### src/sv/clmu_pkg.sv
// Shared types and constants for the chain joint length matcher.
// Used by the top level, clmu_dist and clmu_checker; depends on nothing.
`default_nettype none
package clmu_pkg;

    localparam int MAX_JOINTS = 16;
    localparam int IDX_W      = 4;
    localparam int CNT_W      = 5;
    localparam int LEN_W      = 16;
    // Cumulative lengths and chain totals: one length plus index growth.
    localparam int CUM_W      = LEN_W + IDX_W;
    localparam int PROD_W     = 2 * CUM_W;

    typedef enum logic [1:0] {
        OP_LOAD_SRC = 2'd0,
        OP_LOAD_TGT = 2'd1,
        OP_QUERY    = 2'd2,
        OP_CLEAR    = 2'd3
    } op_t;

    typedef enum logic [1:0] {
        ST_IDLE,
        ST_GREEDY,
        ST_LEFT,
        ST_FINISH
    } state_t;

    // Tag that travels with one (target, source) pair through the scan.
    typedef struct packed {
        logic             live;
        logic             consider;
        logic             first;
        logic             endj;
        logic             fin;
        logic [IDX_W-1:0] i;
        logic [IDX_W-1:0] j;
    } tag_t;

    // Result of one scan group: best pair found so far at its end.
    typedef struct packed {
        logic             v;
        logic             fin;
        logic             found;
        logic [IDX_W-1:0] bi;
        logic [IDX_W-1:0] bj;
        logic [IDX_W-1:0] j;
    } scan_ev_t;

endpackage
`default_nettype wire

### src/sv/chain_joint_length_matcher_unit.sv
// Top level of the chain joint length matcher: command port, control, RAMs.
// Depends on clmu_pkg, clmu_ram and clmu_dist.
//
//  channel | signals                                          | handshake
//  --------+--------------------------------------------------+-------------------
//  command | operation, segment_length, query_target          | start high, busy low
//  result  | joint_index, empty_res, error, last              | done, one cycle
//
// Loads, clears, errors and queries on chains of equal count answer in the
// cycle after the word is taken, and the block takes the next word at once.
// Other queries scan all pairs through the two RAM read ports, one pair a
// cycle, once per greedy round and once more for the unmatched sources;
// busy holds meanwhile. Reset clears counts and totals; the RAMs need no clearing.
// Results cannot be stalled; each word shows on done for one cycle.
`default_nettype none
module chain_joint_length_matcher_unit (
    input  wire logic                        clk,
    input  wire logic                        rst_n,
    input  wire logic                        start,
    output logic                             busy,
    input  wire logic [1:0]                  operation,
    input  wire logic [clmu_pkg::LEN_W-1:0]  segment_length,
    input  wire logic [clmu_pkg::IDX_W-1:0]  query_target,
    output logic                             done,
    output logic [clmu_pkg::IDX_W-1:0]       joint_index,
    output logic                             empty_res,
    output logic                             error,
    output logic                             last
);

    localparam int MJ = clmu_pkg::MAX_JOINTS;
    localparam int IW = clmu_pkg::IDX_W;
    localparam int CW = clmu_pkg::CNT_W;
    localparam int UW = clmu_pkg::CUM_W;

    clmu_pkg::state_t   state_reg;
    clmu_pkg::state_t   state_next;
    logic               issuing_reg, issuing_next;
    logic [IW-1:0]      i_reg, i_next;
    logic [IW-1:0]      j_reg, j_next;
    logic [CW-1:0]      round_reg, round_next;
    logic [MJ-1:0]      tm_reg, tm_next;
    logic [MJ-1:0]      us_reg, us_next;
    logic               qhas_reg, qhas_next;
    logic [IW-1:0]      qsrc_reg, qsrc_next;
    logic               pend_v_reg, pend_v_next;
    logic [IW-1:0]      pend_idx_reg, pend_idx_next;
    logic [IW-1:0]      q_reg, q_next;
    logic               szero_reg, szero_next;
    logic               tzero_reg, tzero_next;
    logic [CW-1:0]      src_cnt_reg, src_cnt_next;
    logic [CW-1:0]      tgt_cnt_reg, tgt_cnt_next;
    logic [UW-1:0]      src_tot_reg, src_tot_next;
    logic [UW-1:0]      tgt_tot_reg, tgt_tot_next;
    clmu_pkg::tag_t     tag_reg, tag_next;
    logic               done_reg, done_next;
    logic [IW-1:0]      idx_reg, idx_next;
    logic               empty_reg, empty_next;
    logic               err_reg, err_next;
    logic               last_reg, last_next;

    logic               accept;
    clmu_pkg::op_t      op;
    logic [UW-1:0]      len_ext;
    logic [CW-1:0]      rounds;
    logic [CW-1:0]      ns_m1, nt_m1;
    logic               i_last, j_last;
    logic               src_we, tgt_we;
    logic [UW-1:0]      src_rdata, tgt_rdata;
    logic [UW-1:0]      ct_in, cs_in;
    logic [UW-1:0]      s_eff, t_eff;
    clmu_pkg::scan_ev_t ev;
    logic               push_v;
    logic [IW-1:0]      push_idx;
    logic               greedy_end;
    logic               query_bad;

    assign accept  = start && (state_reg == clmu_pkg::ST_IDLE);
    assign busy    = (state_reg != clmu_pkg::ST_IDLE);
    assign op      = clmu_pkg::op_t'(operation);
    assign len_ext = {{(UW - clmu_pkg::LEN_W){1'b0}}, segment_length};
    assign rounds  = (src_cnt_reg < tgt_cnt_reg) ? src_cnt_reg : tgt_cnt_reg;
    assign ns_m1   = src_cnt_reg - 1'b1;
    assign nt_m1   = tgt_cnt_reg - 1'b1;
    assign i_last  = ({1'b0, i_reg} == nt_m1);
    assign j_last  = ({1'b0, j_reg} == ns_m1);
    assign query_bad = ({1'b0, query_target} >= tgt_cnt_reg);
    assign greedy_end = ev.v && (!ev.found || ((round_reg + 1'b1) == rounds));

    // Cumulative length RAMs: each load stores the running total.
    assign src_we = accept && (op == clmu_pkg::OP_LOAD_SRC) && (src_cnt_reg != CW'(MJ));
    assign tgt_we = accept && (op == clmu_pkg::OP_LOAD_TGT) && (tgt_cnt_reg != CW'(MJ));

    clmu_ram #(.DEPTH(MJ), .WIDTH(UW)) u_src_ram (
        .clk   (clk),
        .we    (src_we),
        .waddr (src_cnt_reg[IW-1:0]),
        .wdata (src_tot_reg + len_ext),
        .raddr (j_reg),
        .rdata (src_rdata)
    );

    clmu_ram #(.DEPTH(MJ), .WIDTH(UW)) u_tgt_ram (
        .clk   (clk),
        .we    (tgt_we),
        .waddr (tgt_cnt_reg[IW-1:0]),
        .wdata (tgt_tot_reg + len_ext),
        .raddr (i_reg),
        .rdata (tgt_rdata)
    );

    // A chain of zero total sits at position zero everywhere.
    assign ct_in = tzero_reg ? '0 : tgt_rdata;
    assign cs_in = szero_reg ? '0 : src_rdata;
    assign s_eff = szero_reg ? UW'(1) : src_tot_reg;
    assign t_eff = tzero_reg ? UW'(1) : tgt_tot_reg;

    clmu_dist u_dist (
        .clk    (clk),
        .rst_n  (rst_n),
        .tag_in (tag_reg),
        .ct     (ct_in),
        .cs     (cs_in),
        .s_tot  (s_eff),
        .t_tot  (t_eff),
        .ev     (ev)
    );

    // Next state.
    always_comb
    begin
        state_next = state_reg;
        unique case (state_reg)
            clmu_pkg::ST_IDLE:
            begin
                if (accept && (op == clmu_pkg::OP_QUERY) && !query_bad &&
                    (src_cnt_reg != tgt_cnt_reg))
                begin
                    state_next = (src_cnt_reg == '0) ? clmu_pkg::ST_FINISH
                                                     : clmu_pkg::ST_GREEDY;
                end
            end
            clmu_pkg::ST_GREEDY:
            begin
                if (greedy_end)
                begin
                    state_next = clmu_pkg::ST_LEFT;
                end
            end
            clmu_pkg::ST_LEFT:
            begin
                if (ev.v && ev.fin)
                begin
                    state_next = clmu_pkg::ST_FINISH;
                end
            end
            clmu_pkg::ST_FINISH:
            begin
                state_next = clmu_pkg::ST_IDLE;
            end
            default:
            begin
                state_next = clmu_pkg::ST_IDLE;
            end
        endcase
    end

    // Datapath, scan control and result words.
    always_comb
    begin
        issuing_next  = issuing_reg;
        i_next        = i_reg;
        j_next        = j_reg;
        round_next    = round_reg;
        tm_next       = tm_reg;
        us_next       = us_reg;
        qhas_next     = qhas_reg;
        qsrc_next     = qsrc_reg;
        pend_v_next   = pend_v_reg;
        pend_idx_next = pend_idx_reg;
        q_next        = q_reg;
        szero_next    = szero_reg;
        tzero_next    = tzero_reg;
        src_cnt_next  = src_cnt_reg;
        tgt_cnt_next  = tgt_cnt_reg;
        src_tot_next  = src_tot_reg;
        tgt_tot_next  = tgt_tot_reg;
        tag_next      = '0;
        done_next     = 1'b0;
        idx_next      = '0;
        empty_next    = 1'b0;
        err_next      = 1'b0;
        last_next     = 1'b0;
        push_v        = 1'b0;
        push_idx      = '0;

        unique case (state_reg)
            clmu_pkg::ST_IDLE:
            begin
                if (accept)
                begin
                    done_next  = 1'b1;
                    last_next  = 1'b1;
                    empty_next = 1'b1;
                    unique case (op)
                        clmu_pkg::OP_LOAD_SRC:
                        begin
                            if (src_cnt_reg == CW'(MJ))
                            begin
                                err_next = 1'b1;
                            end
                            else
                            begin
                                src_cnt_next = src_cnt_reg + 1'b1;
                                src_tot_next = src_tot_reg + len_ext;
                            end
                        end
                        clmu_pkg::OP_LOAD_TGT:
                        begin
                            if (tgt_cnt_reg == CW'(MJ))
                            begin
                                err_next = 1'b1;
                            end
                            else
                            begin
                                tgt_cnt_next = tgt_cnt_reg + 1'b1;
                                tgt_tot_next = tgt_tot_reg + len_ext;
                            end
                        end
                        clmu_pkg::OP_QUERY:
                        begin
                            if (query_bad)
                            begin
                                err_next = 1'b1;
                            end
                            else if (src_cnt_reg == tgt_cnt_reg)
                            begin
                                empty_next = 1'b0;
                                idx_next   = query_target;
                            end
                            else
                            begin
                                // Long query: no word now, start the scan.
                                done_next    = 1'b0;
                                last_next    = 1'b0;
                                empty_next   = 1'b0;
                                q_next       = query_target;
                                szero_next   = (src_tot_reg == '0);
                                tzero_next   = (tgt_tot_reg == '0);
                                tm_next      = '0;
                                us_next      = '0;
                                qhas_next    = 1'b0;
                                pend_v_next  = 1'b0;
                                round_next   = '0;
                                i_next       = '0;
                                j_next       = '0;
                                issuing_next = (src_cnt_reg != '0);
                            end
                        end
                        clmu_pkg::OP_CLEAR:
                        begin
                            src_cnt_next = '0;
                            tgt_cnt_next = '0;
                            src_tot_next = '0;
                            tgt_tot_next = '0;
                        end
                        default:
                        begin
                            err_next = 1'b0;
                        end
                    endcase
                end
            end

            clmu_pkg::ST_GREEDY:
            begin
                // Target outer, source inner: ties fall to the lower indexes.
                if (issuing_reg)
                begin
                    tag_next.live     = 1'b1;
                    tag_next.consider = !tm_reg[i_reg] && !us_reg[j_reg];
                    tag_next.first    = (i_reg == '0) && (j_reg == '0);
                    tag_next.endj     = i_last && j_last;
                    tag_next.fin      = i_last && j_last;
                    tag_next.i        = i_reg;
                    tag_next.j        = j_reg;
                    if (j_last)
                    begin
                        j_next = '0;
                        if (i_last)
                        begin
                            issuing_next = 1'b0;
                        end
                        else
                        begin
                            i_next = i_reg + 1'b1;
                        end
                    end
                    else
                    begin
                        j_next = j_reg + 1'b1;
                    end
                end
                // End of a round: take the best free pair.
                if (ev.v)
                begin
                    if (ev.found)
                    begin
                        tm_next[ev.bi] = 1'b1;
                        us_next[ev.bj] = 1'b1;
                        if (ev.bi == q_reg)
                        begin
                            qhas_next = 1'b1;
                            qsrc_next = ev.bj;
                        end
                    end
                    round_next   = round_reg + 1'b1;
                    issuing_next = 1'b1;
                    i_next       = '0;
                    j_next       = '0;
                    if (greedy_end)
                    begin
                        push_v   = qhas_next;
                        push_idx = qsrc_next;
                    end
                end
            end

            clmu_pkg::ST_LEFT:
            begin
                // Source outer, target inner: nearest matched target per source.
                if (issuing_reg)
                begin
                    tag_next.live     = 1'b1;
                    tag_next.consider = tm_reg[i_reg] && !us_reg[j_reg];
                    tag_next.first    = (i_reg == '0);
                    tag_next.endj     = i_last;
                    tag_next.fin      = i_last && j_last;
                    tag_next.i        = i_reg;
                    tag_next.j        = j_reg;
                    if (i_last)
                    begin
                        i_next = '0;
                        if (j_last)
                        begin
                            issuing_next = 1'b0;
                        end
                        else
                        begin
                            j_next = j_reg + 1'b1;
                        end
                    end
                    else
                    begin
                        i_next = i_reg + 1'b1;
                    end
                end
                if (ev.v && ev.found && (ev.bi == q_reg))
                begin
                    push_v   = 1'b1;
                    push_idx = ev.j;
                end
            end

            clmu_pkg::ST_FINISH:
            begin
                // Final word: the held result, or the empty marker.
                done_next    = 1'b1;
                last_next    = 1'b1;
                issuing_next = 1'b0;
                if (pend_v_reg)
                begin
                    idx_next = pend_idx_reg;
                end
                else
                begin
                    empty_next = 1'b1;
                end
                pend_v_next = 1'b0;
            end

            default:
            begin
                issuing_next = 1'b0;
            end
        endcase

        // Results go out one behind, so the final one can carry last.
        if (push_v)
        begin
            if (pend_v_reg)
            begin
                done_next = 1'b1;
                idx_next  = pend_idx_reg;
            end
            pend_v_next   = 1'b1;
            pend_idx_next = push_idx;
        end
    end

    // Control registers.
    always_ff @(posedge clk or negedge rst_n)
    begin
        if (!rst_n)
        begin
            state_reg   <= clmu_pkg::ST_IDLE;
            issuing_reg <= 1'b0;
            round_reg   <= '0;
            tm_reg      <= '0;
            us_reg      <= '0;
            qhas_reg    <= 1'b0;
            pend_v_reg  <= 1'b0;
            src_cnt_reg <= '0;
            tgt_cnt_reg <= '0;
            src_tot_reg <= '0;
            tgt_tot_reg <= '0;
            tag_reg     <= '0;
            done_reg    <= 1'b0;
        end
        else
        begin
            state_reg   <= state_next;
            issuing_reg <= issuing_next;
            round_reg   <= round_next;
            tm_reg      <= tm_next;
            us_reg      <= us_next;
            qhas_reg    <= qhas_next;
            pend_v_reg  <= pend_v_next;
            src_cnt_reg <= src_cnt_next;
            tgt_cnt_reg <= tgt_cnt_next;
            src_tot_reg <= src_tot_next;
            tgt_tot_reg <= tgt_tot_next;
            tag_reg     <= tag_next;
            done_reg    <= done_next;
        end
    end

    // Payload registers.
    always_ff @(posedge clk)
    begin
        i_reg        <= i_next;
        j_reg        <= j_next;
        qsrc_reg     <= qsrc_next;
        pend_idx_reg <= pend_idx_next;
        q_reg        <= q_next;
        szero_reg    <= szero_next;
        tzero_reg    <= tzero_next;
        idx_reg      <= idx_next;
        empty_reg    <= empty_next;
        err_reg      <= err_next;
        last_reg     <= last_next;
    end

    assign done        = done_reg;
    assign joint_index = idx_reg;
    assign empty_res   = empty_reg;
    assign error       = err_reg;
    assign last        = last_reg;

endmodule
`default_nettype wire

### src/sv/clmu_ram.sv
// Generic single-write, single-read synchronous RAM with registered read.
// Stand-alone; no package needed.
`default_nettype none
module clmu_ram #(
    parameter int DEPTH = 16,
    parameter int WIDTH = 20,
    parameter int AW    = $clog2(DEPTH)
) (
    input  wire logic             clk,
    input  wire logic             we,
    input  wire logic [AW-1:0]    waddr,
    input  wire logic [WIDTH-1:0] wdata,
    input  wire logic [AW-1:0]    raddr,
    output logic      [WIDTH-1:0] rdata
);

    logic [WIDTH-1:0] mem [DEPTH];

    // Write port.
    always_ff @(posedge clk)
    begin
        if (we)
        begin
            mem[waddr] <= wdata;
        end
    end

    // Registered read port.
    always_ff @(posedge clk)
    begin
        rdata <= mem[raddr];
    end

endmodule
`default_nettype wire

### src/sv/clmu_dist.sv
// Distance pipeline: cross products, absolute difference and running minimum.
// Depends on clmu_pkg.
`default_nettype none
module clmu_dist (
    input  wire logic                        clk,
    input  wire logic                        rst_n,
    input  wire clmu_pkg::tag_t              tag_in,
    input  wire logic [clmu_pkg::CUM_W-1:0]  ct,
    input  wire logic [clmu_pkg::CUM_W-1:0]  cs,
    input  wire logic [clmu_pkg::CUM_W-1:0]  s_tot,
    input  wire logic [clmu_pkg::CUM_W-1:0]  t_tot,
    output clmu_pkg::scan_ev_t               ev
);

    clmu_pkg::tag_t                   tag_reg;
    logic [clmu_pkg::PROD_W-1:0]      pt_reg;
    logic [clmu_pkg::PROD_W-1:0]      ps_reg;
    logic                             found_reg;
    logic                             found_next;
    logic [clmu_pkg::PROD_W-1:0]      bd_reg;
    logic [clmu_pkg::PROD_W-1:0]      bd_next;
    logic [clmu_pkg::IDX_W-1:0]       bi_reg;
    logic [clmu_pkg::IDX_W-1:0]       bi_next;
    logic [clmu_pkg::IDX_W-1:0]       bj_reg;
    logic [clmu_pkg::IDX_W-1:0]       bj_next;
    logic [clmu_pkg::PROD_W-1:0]      d;
    logic                             f;
    logic                             take;
    clmu_pkg::scan_ev_t               ev_reg;
    clmu_pkg::scan_ev_t               ev_next;

    // Product stage: both cross products of the pair.
    always_ff @(posedge clk or negedge rst_n)
    begin
        if (!rst_n)
        begin
            tag_reg <= '0;
        end
        else
        begin
            tag_reg <= tag_in;
        end
    end

    always_ff @(posedge clk)
    begin
        pt_reg <= ct * s_tot;
        ps_reg <= cs * t_tot;
    end

    // Compare stage: strict less-than keeps the earliest pair on ties.
    always_comb
    begin
        d          = (pt_reg >= ps_reg) ? (pt_reg - ps_reg) : (ps_reg - pt_reg);
        f          = tag_reg.first ? 1'b0 : found_reg;
        take       = tag_reg.consider && (!f || (d < bd_reg));
        found_next = take ? 1'b1 : f;
        bd_next    = take ? d : bd_reg;
        bi_next    = take ? tag_reg.i : bi_reg;
        bj_next    = take ? tag_reg.j : bj_reg;
        ev_next.v     = tag_reg.live && tag_reg.endj;
        ev_next.fin   = tag_reg.fin;
        ev_next.found = found_next;
        ev_next.bi    = bi_next;
        ev_next.bj    = bj_next;
        ev_next.j     = tag_reg.j;
    end

    always_ff @(posedge clk or negedge rst_n)
    begin
        if (!rst_n)
        begin
            found_reg <= 1'b0;
            ev_reg    <= '0;
        end
        else
        begin
            ev_reg <= ev_next;
            if (tag_reg.live)
            begin
                found_reg <= found_next;
            end
        end
    end

    always_ff @(posedge clk)
    begin
        if (tag_reg.live)
        begin
            bd_reg <= bd_next;
            bi_reg <= bi_next;
            bj_reg <= bj_next;
        end
    end

    assign ev = ev_reg;

endmodule
`default_nettype wire

### config.mk
export PLATFORM = sky130hd
export DESIGN_NAME = chain_joint_length_matcher_unit
export DESIGN_NICKNAME = d
export VERILOG_FILES = /design/src/sv/clmu_pkg.sv /design/src/sv/chain_joint_length_matcher_unit.sv /design/src/sv/clmu_ram.sv /design/src/sv/clmu_dist.sv
export SDC_FILE = /design/constraint.sdc
export NUM_CORES = 2
export LEC_CHECK = 0
export ABC_AREA = 1
export BUFFER_PORTS_ARGS = -buffer_cell sky130_fd_sc_hd__buf_4
export CELL_PAD_IN_SITES_DETAIL_PLACEMENT = 0
export CELL_PAD_IN_SITES_GLOBAL_PLACEMENT = 1
export CORE_ASPECT_RATIO = 1.2
export CORE_MARGIN = 3
export CORE_UTILIZATION = 53
export CTS_BUF_LIST = sky130_fd_sc_hd__clkbuf_4 sky130_fd_sc_hd__clkbuf_8
export CTS_CLUSTER_SIZE = 40
export DETAILED_ROUTE_END_ITERATION = 16
export PLACE_DENSITY_LB_ADDON = 0.1
export SLEW_MARGIN = 10
export SYNTH_ARGS = -nofsm -noshare
export SYNTH_HDL_FRONTEND = slang
export SYNTH_SLANG_ARGS = --single-unit
export TNS_END_PERCENT = 30
### constraint.sdc
create_clock -name clk -period 8.6 [get_ports clk]
set_clock_uncertainty 0.15 [all_clocks]
set_input_delay 1.29 -clock clk [delete_from_list [all_inputs] [get_ports clk]]
set_output_delay 1.29 -clock clk [all_outputs]
set_load 0.05 [all_outputs]
Word-level counts from Yosys, hierarchy flattened --
Memory sizes are Yosys's and may differ from the RTL's. A register that Yosys moved wholly into a read port is not among the register bits. Cells that the tools add are included. W data, S select, Z words.
Cells by class: multiplexer cells 127, $mul 2, $lt $le $gt $ge 10, eq/ne operators 37, bitwise logic cells 4, reductions and logical operators 54, $add $sub $neg 11
Operators with widths (count):
- $mux W16 | 8
- $mux W20 | 6
- $mux W4 | 30
- $mul A20 B20 Y40 | 2
- $pmux W20 S2 | 2
- $sub A40 B40 Y40 | 2
- $pmux W16 S2 | 2
- $mux W1 | 44
- $add A20 B16 Y20 | 2
- $ge A40 B40 Y1 | 1
- $logic_not A20 Y1 | 2
- $lt A40 B40 Y1 | 1
- $mux W40 | 1
- $mux W5 | 8
- $or A16 B16 Y16 | 2
- $pmux W5 S2 | 3
- $mux W13 | 2
- $pmux W13 S2 | 1
- $pmux W4 S3 | 2
- $logic_and A1 B1 Y1 | 20
- $lt A4 B5 Y1 const B | 4
- $ne A2 B2 Y1 const B | 10
- $reduce_and A9 Y1 | 2
- $pmux W4 S2 | 2
- other kinds (39) | 86
Word-level totals: bits of input ports 25, memories kept 2, logic and storage cells 296, bits in registers 292, bits in writable memories 640, output and inout bits 9
Memories:
- u_src_ram.mem | words 16, width 20, rd ports 1, clocked after memory_dff 1, wr ports 1, line clmu_ram.sv:17 | logic [WIDTH-1:0] mem [DEPTH];
- u_tgt_ram.mem | words 16, width 20, rd ports 1, clocked after memory_dff 1, wr ports 1, line clmu_ram.sv:17

Logic depth before layout (Yosys ltp) --
depth in word-level cells 10, depth in mapped cells 34

Cells and area by module --
A second synthesis with hierarchy kept.
Second synthesis, totals: cells, all modules 9560, area total of the unflattened synthesis 77528.1 µm²
By module, submodules not included:
- clmu_dist | times used 1, area each 39710.6 µm², cells an instance 5588
- clmu_ram at u_src_ram | times used 1, area each 14192.4 µm², cells an instance 1336
- clmu_ram at u_tgt_ram | times used 1, area each 14191.1 µm², cells an instance 1337
- chain_joint_length_matcher_unit | times used 1, area each 9434.0 µm², cells an instance 1299

Worst setup path after synthesis --
No wires, ideal clock.
path kind register to register, from register szero_reg, to register u_dist.pt_reg[35] (netlist name), path slack 1.769 ns, cell stages (with the launch flop) 30, period minus slack after synthesis 6.831 ns, data required time 8.338 ns, arrival 6.569 ns, path through edfxtp_1 clkbuf_1 buf_1 nor2_1 clkinv_1 clkbuf_1 nor2_1 fa_1 fa_1 inv_1 fa_1 inv_1 fa_1 inv_1 fa_1 inv_1 fa_1 inv_1 fa_1 inv_1 ha_1 nand2_1 nor2_1 nand2_1 o21ai_0 a21oi_1 o21bai_1 nand2_1 nand3_1 nand2_1
On the way: cells in the longest elaborated chain, start to end 2
Ends and longest elaborated chain:
- start, declared | line chain_joint_length_matcher_unit.sv:49 | logic szero_reg, szero_next;
- start signal, assigned | line chain_joint_length_matcher_unit.sv:446 | szero_reg <= szero_next;
- $mux W20 | line chain_joint_length_matcher_unit.sv:115 | assign s_eff = szero_reg ? UW'(1) : src_tot_reg;
- $mul A20 B20 Y40 | line clmu_dist.sv:47 | pt_reg <= ct * s_tot;
- end signal, assigned | line clmu_dist.sv:47
- end, declared | line clmu_dist.sv:16 | logic [clmu_pkg::PROD_W-1:0] pt_reg;
Every way passes these cells. A chain may end at the register's enable or synchronous reset.

Final worst setup path --
Ends and elaborated chain as after synthesis.

==> out/results.txt <==
largest net degree at the start of global routing: 172
most common cell after layout, fill and taps aside: inv_1
Tightest Hold Check Type: reg2reg
reg2reg setup slack: 0.89 ns
RSZ-0062 raised after global routing: false
H-tree Lvls: 4
Max Cap Viol: 0
GRT Overall Usage: 32.5%
critical path arrival: 8.30 ns
core area: 133000 µm²
Max-slew headroom: 15.5%
sequential area share after synthesis: 38.1%
drc violations: 0
Placer Congestion: 0.992
TritonCTS clock tree: built
Port Buffers: 33
status: completed
largest area contributor in the netlist: edfxtp_1
max-slew violations: 0
PostCTS Resize Cnt: 0
DRT iter0 DRCs: 4863
Synth Cell Area: 71400 µm²
LEAKAGE: 35.1 nW
I/O pin count: 34
wirelength, routed: 224000 µm
final instance area: 77600 µm²
period utilisation layout: 89.6%
final setup TNS: 0 ns
initial antenna violation count: 13
final hold vios: 0
nets: 9018
Ys Warns: 0
PD cells: 361 nW/µm²
Clk pin slew, worst setup/hold paths: 0.06 ns
remaining antenna violation count: 0
area grow syn2layout: 8.55%
shortest period the worst path allows: 7.71 ns
Synth Flop Type: edfxtp_1
CTS Buf Count: 154
GR Util met3: 5.92%
CTS hold repair buffers: 0
routed via count: 55.5k
Final Power: 28.0 mW
placed cells: 9489
Synthesized Nets: 8918
Final setup viols: 0
ratio of cells with drive above 1 in the final layout: 7.15%
Area after DPL: 74400 µm²
Mapped Cells: 7769
Top Registers: u_src_ram.mem: 320 flops, u_tgt_ram.mem: 320 flops
M1 GR Usage: 43.3%
Hold WS: 0.196 ns
gr ovfl total: 0
CTS root buf: clkbuf_8
die width: 341 µm
Max VDD drop: 0.307 mV
fin cells: 9779
CP Max Fanout: 15
total die area: 139000 µm²
crit path kind: reg2reg
Worst-Margin Slew: 1.26 ns
die height: 408 µm
Crit-path slowest cell: fa_1
CTS sink count: 972
M2 GR Usage: 52.0%
row count: 146
starting density of the core: 53.7%
synth unique cells: 55
Startpoint Class: flip-flop
fmax: 130 MHz
largest cells by area after synthesis: edfxtp_1 30%, fa_1 18%, ha_1 8.4%
Via density: 5.68
Mapped Avg Cell Area: 9.20 µm²
detailed placement HPWL: 166000 µm
commonest cells after routing, fill and taps aside: 1243 x inv_1, 1142 x nand2_1, 1108 x nor2_1
CTS max path bufs: 3
ys async rst share: 13.9%
DR WL/cell: 22.9 µm
Critical Path RT: 9.19 ns
Worst-Skew Late Latency: 0.88 ns
vias in the first global route: 56.7k
crit-path max cell delay: 0.53 ns
first-pass GRT wire length: 341000 µm
CP Capture Type: flip-flop
Post-synth EDFFs: 710
Top Usage Layer GRT: met2
Post-CTS Setup Repair Bufs: 0
drt pass-1 iters: 5
area share of the largest cell type after synthesis: 29.8%
post-synthesis register bit count: 972
CP dominant cell by count: fa_1
-- cell usage after synthesis, drive strengths merged, types with 22 or more instances --
cell type	count
a21o	30
a21oi	371
a31oi	29
buf	38
clkbuf	227
clkinv	31
dfrtp	135
dfxtp	127
edfxtp	710
fa	644
ha	480
inv	1257
nand2	1148
nand3	189
nand4	35
nor2	1152
nor3	25
nor4	24
o211ai	22
o21ai	579
o21bai	32
o221ai	33
o22ai	165
xnor2	48
xor2	120
-- path summary, 6_finish.rpt --
check                            start  cells after the start                  to
setup / recovery             szero_reg                     28   u_dist.pt_reg[35]
min in group asynchronous        rst_n                      1        state_reg[0]
setup reg to reg             szero_reg                     28   u_dist.pt_reg[35]
max in group asynchronous        rst_n                      2          us_reg[13]
hold reg to reg            tag_reg[11]                      0  u_dist.tag_reg[11]
hold / removal             tag_reg[11]                      0  u_dist.tag_reg[11]
-- final cells by class --
class                      instances  area, µm²
clock buffer                     212       2610
tap                             1776       2220
multi-input combinational       5244      38500
fill                           11979      55400
clock inverter                    72        549
inverter                        1288       4840
sequential                       972      27200
timing repair buffer             209       1600
antenna                            6       15.0
-- routing by layer --
layer	vias to the layer above	share of wire, %	wire length (µm)
li1	25360	-	-
met3	532	7.9	17600
met2	2182	46	104000
met1	27444	41	91200
met4	10	5.0	11200
met5	-	0.030	67
-- critical path: cells and delay by family (launching register included) --
kind | cells | cell delay, ns
adder cells (fa/ha/maj) | 8 | 3.79
AO/OA/AOI/OAI | 6 | 1.26
buffers and inverters | 8 | 1.02
AND/OR/NAND/NOR | 6 | 0.91
flip-flops | 1 | 0.44
-- logic make-up after synthesis --
kind of cell,count (synthesis),synth area share [%]
buf+inv,1553,8.25
simple gates,2626,14.7
xor+xnor,168,2.06
fa+ha+maj,1124,26.4
flops,972,38.1
compound gates,1326,10.4
-- power by group --
| group | switching (mW) | internal [mW] | leakage, nW |
|---|---|---|---|
| Sequential | 0.464 | 6.55 | 9.29 |
| Combinational | 11.9 | 5.03 | 24.2 |
| Clock | 1.92 | 2.15 | 1.66 |
| Total | 14.3 | 13.7 | 35.1 |
-- metrics by stage --
stage | setup WS (ns) | utilization (%)
6_report | 0.890 | 58.3
5_1_grt | 0.488 | 58.3
4_1_cts | 0.928 | 58.3
3_5_place_dp | 0.986 | 55.9
3_3_place_gp | 0.967 | 55.9
2_1_floorplan | 1.77 | -
Power figures use the tool's default switching activity.
